$ cat src/sv/ilid_pkg.sv
// Package for the indexed insert/delete list.
// Holds the operation and status codes and the cell command struct.
// No dependencies.
`default_nettype none

package ilid_pkg;

    typedef enum logic [2:0] {
        MODE_GET      = 3'd0,
        MODE_INS_HEAD = 3'd1,
        MODE_INS_TAIL = 3'd2,
        MODE_INS_AT   = 3'd3,
        MODE_DEL_AT   = 3'd4
    } mode_t;

    typedef enum logic [1:0] {
        ST_DONE  = 2'd0,
        ST_RANGE = 2'd1,
        ST_FULL  = 2'd2
    } status_t;

    // Broadcast to every cell, at most one bit set.
    typedef struct packed {
        logic get;
        logic ins;
        logic del;
    } cell_cmd_t;

    localparam int VAL_W = 32;

endpackage

`default_nettype wire

$ cat src/sv/ilid_cell.sv
// One storage cell of the list chain: holds a single entry.
// Shifts from its neighbors, loads a new value or holds. Uses ilid_pkg.
`default_nettype none

module ilid_cell #(
    parameter int IDX_W = 6,
    parameter int INDEX = 0
) (
    input  wire logic                        clk,
    input  wire ilid_pkg::cell_cmd_t         cmd,
    input  wire logic [IDX_W-1:0]            idx,
    input  wire logic [ilid_pkg::VAL_W-1:0]  new_val,
    input  wire logic [ilid_pkg::VAL_W-1:0]  left_val,
    input  wire logic [ilid_pkg::VAL_W-1:0]  right_val,
    output logic      [ilid_pkg::VAL_W-1:0]  val,
    output logic      [ilid_pkg::VAL_W-1:0]  rd_val
);
    import ilid_pkg::*;

    localparam logic [IDX_W-1:0] MY_IDX = IDX_W'(INDEX);

    logic [VAL_W-1:0] val_reg;
    logic [VAL_W-1:0] val_next;
    logic             at_idx;
    logic             past_idx;

    assign at_idx   = (idx == MY_IDX);
    assign past_idx = (idx < MY_IDX);

    always_comb
    begin
        val_next = val_reg;
        if (cmd.ins && past_idx)
        begin
            val_next = left_val;
        end
        else if (cmd.ins && at_idx)
        begin
            val_next = new_val;
        end
        else if (cmd.del && (past_idx || at_idx))
        begin
            val_next = right_val;
        end
    end

    always_ff @(posedge clk)
    begin
        val_reg <= val_next;
    end

    assign val    = val_reg;
    assign rd_val = (cmd.get && at_idx) ? val_reg : '0;

endmodule

`default_nettype wire

$ cat config.mk
export PLATFORM = sky130hd
export DESIGN_NAME = ilid_cell
export DESIGN_NICKNAME = d
export VERILOG_FILES = /design/src/sv/ilid_pkg.sv /design/src/sv/ilid_cell.sv
export SDC_FILE = /design/constraint.sdc
export NUM_CORES = 1
export LEC_CHECK = 0
export BUFFER_PORTS_ARGS = -buffer_cell sky130_fd_sc_hd__buf_2
export CAP_MARGIN = 20
export CORE_MARGIN = 5
export CORE_UTILIZATION = 36
export CTS_CLUSTER_SIZE = 16
export DETAILED_ROUTE_END_ITERATION = 16
export PLACE_DENSITY = 0.88
export SLEW_MARGIN = 10
export SYNTH_ARGS = -nofsm -noshare
export SYNTH_HDL_FRONTEND = slang
export SYNTH_SLANG_ARGS = --single-unit
$ cat constraint.sdc
create_clock -name clk -period 1.9 [get_ports clk]
set_clock_uncertainty 0.05 [all_clocks]
set_input_delay 0.095 -clock clk [delete_from_list [all_inputs] [get_ports clk]]
set_output_delay 0.095 -clock clk [all_outputs]
set_load 0.05 [all_outputs]
==> metrics.yaml <==
die_y_um: 79.56
synth.largest_area_cell: "edfxtp_1"
first_global_vias: 1571
wirelength_mm: 4.646
hold_viol_final: 0
postCtsHoldBufs: 0
worst_setup_path_end_kind: "output port"
core_area_mm2: 0.004723
min_path_cells: 2
yosys_register_bits: 32
syn_area_mm2: 0.001742
use_met3: 0.06095
hold_path.class: "in2reg"
cts_setup_buffers: 0
cap_violations: 0
cts.sinks: 32
whs_ns: 0.06653
required_ns: 1.75
ir_drop_v: 0.0003564
final_max_slew_viol_count: 0
htree_levels: 2
tritoncts: "done"
path_max_fanout: 32
fin_nets: 355
die_w_um: 79.56
worstMarginPinSlew_ns: 0.3865
num_rows: 25
max_slew_margin: 0.7424
drive_gt1_frac: 0.7229
path_clk_slew_ns: 0.06
num_vias: 1407
antenna_cells: 0
cts_root_buf: "clkbuf_8"
met1_usage: 0.1543
grt_max_degree: 33
final_core_util: 0.5465
grt_use_total: 0.1542
antenna_found_initial: 0
synth_top_cell_area_share: 0.5517
yosys_warnings: 0
syn-instance-count: 107
netlist_top_cells_area: "edfxtp_1, mux2_4, and2_1, buf_6, mux2_2"
viasPerCell: 4.453
finalSetupTns_ns: 0
place_area_mm2: 0.002505
min_period_ns: 1.645
routabilityCongestion: 0.7557
dp_hpwl_mm: 3.773
fin_area_mm2: 0.002581
gr-usage-met2: 0.2796
cts_buffers: 5
drtIter0Drc: 62
fin_crit_sh: 0.8660
io_buffers: 137
synth.distinct_cells: 11
io_pins: 170
cp.arrival_ns: 1.50
p_leak_nw: 1.358
grt-busiest-layer: "met2"
area_growth_pct: 48.20
grt_overflow: 0
mappedNetlistNets: 213
antenna_left: 0
pwr_density_cell_mw_per_mm2: 556.3
fmax_ghz: 0.6078
die_area_mm2: 0.006329
yosysSeqAreaShare: 0.5517
synth.avg_cell_area_um2: 16.28
cts.repair.resized: 0
rsz0062_at_grt: "false"
largest_register_ffs: 32
detail_route.wl_per_cell_um: 14.70
cts_max_path_buffers: 2
setup_viol: 0
worstSetupPathType: "in2out"
start_util: 0.3687
cp-start-kind: "input pin"
drt_pass1_iterations: 6
grt_pass1_wl_mm: 7.320
status: "complete, no violations"
remaining_drc_errors: 0
## synth_stat cells
cell      count
buf_6         3
mux2_4       30
and3_1        1
nor4_4        1
nand3_4       1
o211a_1       1
nor2_1        1
mux2_2        2
edfxtp_1     32
and2_1       32
clkbuf_2      3
## where the power goes
part | leakage (nW) | internal, mW | switching (mW) | total (mW)
clock | 0.0391 | 0.241 | 0.225 | 0.466
combinational | 1.03 | 0.108 | 0.0749 | 0.183
sequential | 0.288 | 0.784 | 0.00277 | 0.787
## per-stage QoR
step / power, mW / setup slack (ns) / std cells
floorplan: 0.8934 / 0.2358 / 107
global placement: 0.9791 / 0.2688 / 309
detailed placement: 0.9872 / 0.2464 / 309
CTS: 1.458 / 0.2434 / 316
global route: 1.504 / 0.1052 / 316
finish: 1.436 / 0.2546 / 316
## layer usage
layer	vias up	wire (µm)
met5	-	0
met4	0	130
met3	14	467
met2	90	2445
met1	634	1603
li1	669	-
## layout by cell type, fill, tap and decap left out
master	count
buf_4	3
nor4_4	1
mux2_4	30
buf_12	1
and2_1	32
mux2_2	2
edfxtp_1	32
o211a_1	1
nor2_1	1
buf_2	137
clkbuf_8	5
nand3_4	1
clkinv_1	2
and3_1	1
## critical path, stage by stage
cell    delay [ns]
buf_2         0.11
nor4_4        0.37
and3_1        0.21
buf_4         0.27
and2_1        0.17
buf_2         0.26
## logic make-up after synthesis
kind of cell,Yosys count,synth area share
simple gates,36,0.1430
mux,32,0.2715
flops,32,0.5517
buf+inv,6,0.02801
compound gates,1,0.005747
## final cells by class
cell class                 instances  area, µm²
timing repair buffer             141      728.2
tap                               67      83.83
sequential                        32      960.9
clock inverter                     2      7.507
clock buffer                       5      68.82
multi-input combinational         69      732.0
fill                             390       2142
## path summary, 6_finish.rpt
path                             to  slack [ns]   startpoint
hold / removal    val[12]$_DFFE_PP_        0.07  new_val[12]
setup / recovery         rd_val[27]        0.25       idx[5]
Power figures use the tool's default switching activity.
