### src/sv/ilid_pkg.sv
// Package for the indexed insert/delete list.
// Holds the operation and status codes and the cell command struct.
// No dependencies.
`default_nettype none

package ilid_pkg;

    typedef enum logic [2:0] {
        MODE_GET      = 3'd0,
        MODE_INS_HEAD = 3'd1,
        MODE_INS_TAIL = 3'd2,
        MODE_INS_AT   = 3'd3,
        MODE_DEL_AT   = 3'd4
    } mode_t;

    typedef enum logic [1:0] {
        ST_DONE  = 2'd0,
        ST_RANGE = 2'd1,
        ST_FULL  = 2'd2
    } status_t;

    // Broadcast to every cell, at most one bit set.
    typedef struct packed {
        logic get;
        logic ins;
        logic del;
    } cell_cmd_t;

    localparam int VAL_W = 32;

endpackage

`default_nettype wire

### src/sv/ilid_ctrl.sv
// Operation decode and entry count for the list.
// Checks range and fullness, issues the cell command. Uses ilid_pkg.
`default_nettype none

module ilid_ctrl #(
    parameter int CAPACITY = 64,
    localparam int IDX_W = $clog2(CAPACITY),
    localparam int CNT_W = $clog2(CAPACITY + 1)
) (
    input  wire logic                 clk,
    input  wire logic                 rst_n,
    input  wire logic                 fire,
    input  wire logic [2:0]           mode,
    input  wire logic signed [15:0]   position,
    output ilid_pkg::cell_cmd_t       cmd,
    output logic      [IDX_W-1:0]     idx,
    output ilid_pkg::status_t         status,
    output logic                      rd_fail,
    output logic      [CNT_W-1:0]     count_next,
    output logic      [CNT_W-1:0]     count_q
);
    import ilid_pkg::*;

    localparam logic [CNT_W-1:0] CNT_FULL = CNT_W'(CAPACITY);

    logic [CNT_W-1:0] count_reg;
    logic [15:0]      pos_mag;
    logic [15:0]      cnt16;
    logic             pos_neg;
    logic             rd_ok;
    logic             ins_ok;
    logic             full;
    cell_cmd_t        cmd_raw;

    assign pos_neg = position[15];
    assign pos_mag = {1'b0, position[14:0]};
    assign cnt16   = 16'(count_reg);
    assign rd_ok   = !pos_neg && (pos_mag < cnt16);
    assign ins_ok  = pos_neg || (pos_mag <= cnt16);
    assign full    = (count_reg == CNT_FULL);

    always_comb
    begin
        cmd_raw = '0;
        idx     = position[IDX_W-1:0];
        status  = ST_DONE;
        rd_fail = 1'b0;
        case (mode_t'(mode))
            MODE_GET:
            begin
                if (rd_ok)
                begin
                    cmd_raw.get = 1'b1;
                end
                else
                begin
                    status  = ST_RANGE;
                    rd_fail = 1'b1;
                end
            end
            MODE_INS_HEAD:
            begin
                idx = '0;
                if (full)
                    status = ST_FULL;
                else
                    cmd_raw.ins = 1'b1;
            end
            MODE_INS_TAIL:
            begin
                idx = count_reg[IDX_W-1:0];
                if (full)
                    status = ST_FULL;
                else
                    cmd_raw.ins = 1'b1;
            end
            MODE_INS_AT:
            begin
                if (pos_neg)
                    idx = '0;
                if (!ins_ok)
                    status = ST_RANGE;
                else if (full)
                    status = ST_FULL;
                else
                    cmd_raw.ins = 1'b1;
            end
            MODE_DEL_AT:
            begin
                if (rd_ok)
                    cmd_raw.del = 1'b1;
                else
                    status = ST_RANGE;
            end
            default:
            begin
                status = ST_RANGE;
            end
        endcase
    end

    assign cmd = fire ? cmd_raw : '0;

    always_comb
    begin
        count_next = count_reg;
        if (cmd_raw.ins)
            count_next = count_reg + 1'b1;
        else if (cmd_raw.del)
            count_next = count_reg - 1'b1;
    end

    always_ff @(posedge clk or negedge rst_n)
    begin
        if (!rst_n)
            count_reg <= '0;
        else if (fire)
            count_reg <= count_next;
    end

    assign count_q = count_reg;

endmodule

`default_nettype wire

### config.mk
export PLATFORM = sky130hd
export DESIGN_NAME = ilid_ctrl
export DESIGN_NICKNAME = d
export VERILOG_FILES = /design/src/sv/ilid_pkg.sv /design/src/sv/ilid_ctrl.sv
export SDC_FILE = /design/constraint.sdc
export NUM_CORES = 1
export LEC_CHECK = 0
export CORE_MARGIN = 1
export CORE_UTILIZATION = 50
export DETAILED_ROUTE_END_ITERATION = 12
export DONT_BUFFER_PORTS = 1
export GPL_ROUTABILITY_DRIVEN = 0
export PLACE_DENSITY = 0.76
export RECOVER_POWER = 100
export SLEW_MARGIN = 30
export SYNTH_ARGS = -nofsm -noshare
export SYNTH_HDL_FRONTEND = slang
export SYNTH_SLANG_ARGS = --single-unit
### constraint.sdc
create_clock -name clk -period 3.75 [get_ports clk]
set_input_delay 1.125 -clock clk [delete_from_list [all_inputs] [get_ports clk]]
set_output_delay 1.125 -clock clk [all_outputs]
set_load 0.05 [all_outputs]
==> flow_summary_export.csv <==
group,metric,value,unit
outcome,status,"finished, violations left",
outcome,violations,"negative setup slack",
final_layout,layout_commonest_cell,"buf_4",
global_routing,grt_pass1_vias,1779,
clocking,cts_tree,"done",
clocking,cts_buffers,3,
global_routing,grt_usage,47.8,%
placed_design,dp_hpwl,3100,um
final_layout,diodes,0,
clocking,clock_path_buffers,2,
logic_synthesis,netlist_area,1200,um2
logic_synthesis,synthAdderAreaFrac,9.38,%
timing,fin_setup_tns,-1.43,ns
clocking,clock_sinks,7,
floorplan,io_pins,48,
worst_setup_path,reg2reg_from,"count_q[3]",
worst_setup_path,ff2ff_setup_slack,1.19,ns
timing,fmax,254,MHz
worst_setup_path,path_max_fanout,8,
routing,wl_per_cell,29.0,um
logic_synthesis,postSynthCellCount,156,
flow_run,maxCapViolCount,0,
logic_synthesis,yosys.area_share.xor_xnor,7.30,%
pwr,p_per_area,488,nW/um2
logic_synthesis,avgSynthCellArea,7.69,um2
placed_design,dp.cells,213,
clocking,cts_max_level,1,
logic_synthesis,synth.distinct_cells,47,
final_layout,final_net_count,237,
timing,period_minus_slack,3.94,ns
routing,viasPerCell,7.98,
routing,num_vias,1860,
logic_synthesis,synth_compound_area_share,27.7,%
final_layout,fillers,75,
worst_setup_path,cp-end-kind,"output port",
worst_setup_path,start_kind,"primary input",
placed_design,preCtsSetupSlack,-0.0924,ns
global_routing,overflow,0,
final_layout,finalNonFillerCells,233,
logic_synthesis,synth-simple-area-share,34.0,%
final_layout,multi_input_area,1240,um2
timing,setup_viol,12,
placed_design,io_buffers,0,
timing,fin_skew,0.00371,ns
routing,drt_first_pass_iters,8,
final_layout,final_cell_mix,"35 x buf_4, 11 x buf_12, 10 x inv_1, 10 x nand2_1, 9 x a21oi_1",
min_path,hp-class,"primary input to async pin",
floorplan,initial_core_util,53.7,%
clocking,ctsHoldBuffers,0,
floorplan,die_w,51.0,um
clocking,cts_root_buf,"clkbuf_4",
logic_synthesis,synthMuxAreaShare,0,%
timing,slew_headroom,60.8,%
worst_setup_path,cp.required,2.62,ns
global_routing,grt_pass1_wl,8930,um
timing,maxSlewViolCount,0,
floorplan,coreArea,2230,um2
global_routing,grt_max_degree,14,
clocking,clk_pin_slew,0.06,ns
pwr,p_leak,0.816,nW
floorplan,dieArea,2600,um2
routing,drc_errors,0,
routing,dr.first_iter.drc_count,131,
logic_synthesis,synth_seq_cells,7,
routing,wirelength,6770,um
final_layout,seq_area,176,um2
final_layout,area_growth,72.7,%
floorplan,num_rows,17,
logic_synthesis,synth_top_family_by_area,"simple AND/OR/NAND/NOR gates",
worst_setup_path,critPathLaunch,"position[6]",
timing,finalHoldViolCount,0,
worst_setup_path,crit_arrival,2.81,ns
logic_synthesis,synthesis.nets,187,
pwr,ir_drop,0.514,mV
logic_synthesis,ys_warn_count,0,
timing,holdWs,0.544,ns
worst_setup_path,crit_type,"primary input to output port",
logic_synthesis,yosysSeqAreaShare,14.6,%
routing,ant_nets,0,
timing,fin_ws,-0.187,ns
final_layout,layout-drive-gt1-share,51.2,%
timing,worst_pin_slew,0.591,ns
final_layout,largest_register_ffs,7,
global_routing,antenna_found_initial,0,
clocking,insertion_delay,0.27,ns
timing,fin_crit_sh,105,%
timing,grt_setup_unrepaired,"true",
floorplan,die_h,51.0,um
==> layout make-up <==
type / count / area share (%)
repair buffers: 54 / 27.0
clock buffers: 4 / 1.27
well taps: 28 / 1.69
inverters: 10 / 1.81
multi-input cells: 130 / 59.7
flip-flops and latches: 7 / 8.51
==> metrics by stage <==
stage                     util, %  area, um2  total power, mW
after floorplan                 -       1400            0.580
after global placement       80.9       1810            0.776
after detailed placement     80.9       1810            0.805
after CTS                    88.2       1970            0.916
after global routing         92.8       2070             1.03
final                        92.8       2070             1.01
==> worst paths after layout <==
| kind | to | cells after the start |
|---|---|---|
| min in group clk | count_q[2] | 3 |
| worst max register to register | count_q[1] | 7 |
| worst max-delay path | count_next[1] | 9 |
| worst min-delay path | count_q[3] | 0 |
| worst min register to register | count_q[2] | 3 |
| max in group asynchronous | count_q[4] | 0 |
==> Yosys cell counts (all sizes together) <==
master	instances	area share [%]
a21oi	16	6.7
nand2	11	3.4
nor2	11	3.7
o21ai	11	4.6
inv	10	3.1
xnor2	10	7.3
ha	9	9.4
nor2b	8	4.2
dfrtp	7	15
and2	6	3.2
nand3	6	2.5
nand4	6	3.1
and3	5	3.1
buf	5	2.6
a211oi	4	2.9
clkbuf	4	1.3
nor3	3	1.7
nor4	3	4.1
o211ai	3	3.0
a22oi	2	1.7
nand3b	2	1.3
a221oi	1	1.3
a2bb2oi	1	0.73
a31o	1	0.73
a31oi	1	0.52
nand4b	1	0.73
nor4b	1	2.0
o2111ai	1	2.2
o21ba	1	0.83
o22ai	1	0.52
o311ai	1	0.73
o31ai	1	0.63
o41ai	1	0.73
or2	1	0.52
or3	1	0.52
==> critical path: stages <==
cell and delay, ns:
ha_4 0.27, nand4_1 0.16, a21oi_2 0.21, buf_6 0.16
o211ai_4 0.14, buf_4 0.20, a31oi_1 0.28, o21ai_4 0.10
buf_12 0.16
==> report_power, final <==
part	internal, mW	switching, mW
clock network	0.0412	0.0364
registers	0.0951	0.0236
logic	0.311	0.503
==> kinds of logic (layout without fill, tap and decap cells) <==
| kind of cell | Yosys count | in the layout |
|---|---|---|
| flip-flops | 7 | 7 |
| buffers and inverters | 19 | 68 |
| AO/OA/AOI/OAI | 46 | 46 |
| adder cells (fa/ha/maj) | 9 | 9 |
| XOR/XNOR | 10 | 10 |
| AND/OR/NAND/NOR | 65 | 65 |
==> what timing repair did <==
action	4_1_cts	5_1_grt
cloned	1	0
pin swaps	7	10
resized for setup	16	9
buffers inserted	8	7
endpoints found under the setup margin	9	13
==> routing by layer <==
layer	share of wire (%)	track usage, %	up-vias
li1	-	-	668
met1	31	49.1	813
met2	42	74.1	262
met3	15	17.0	117
met4	13	46.3	0
met5	0	0	-
Note: power is estimated with default switching activity, not from simulation.
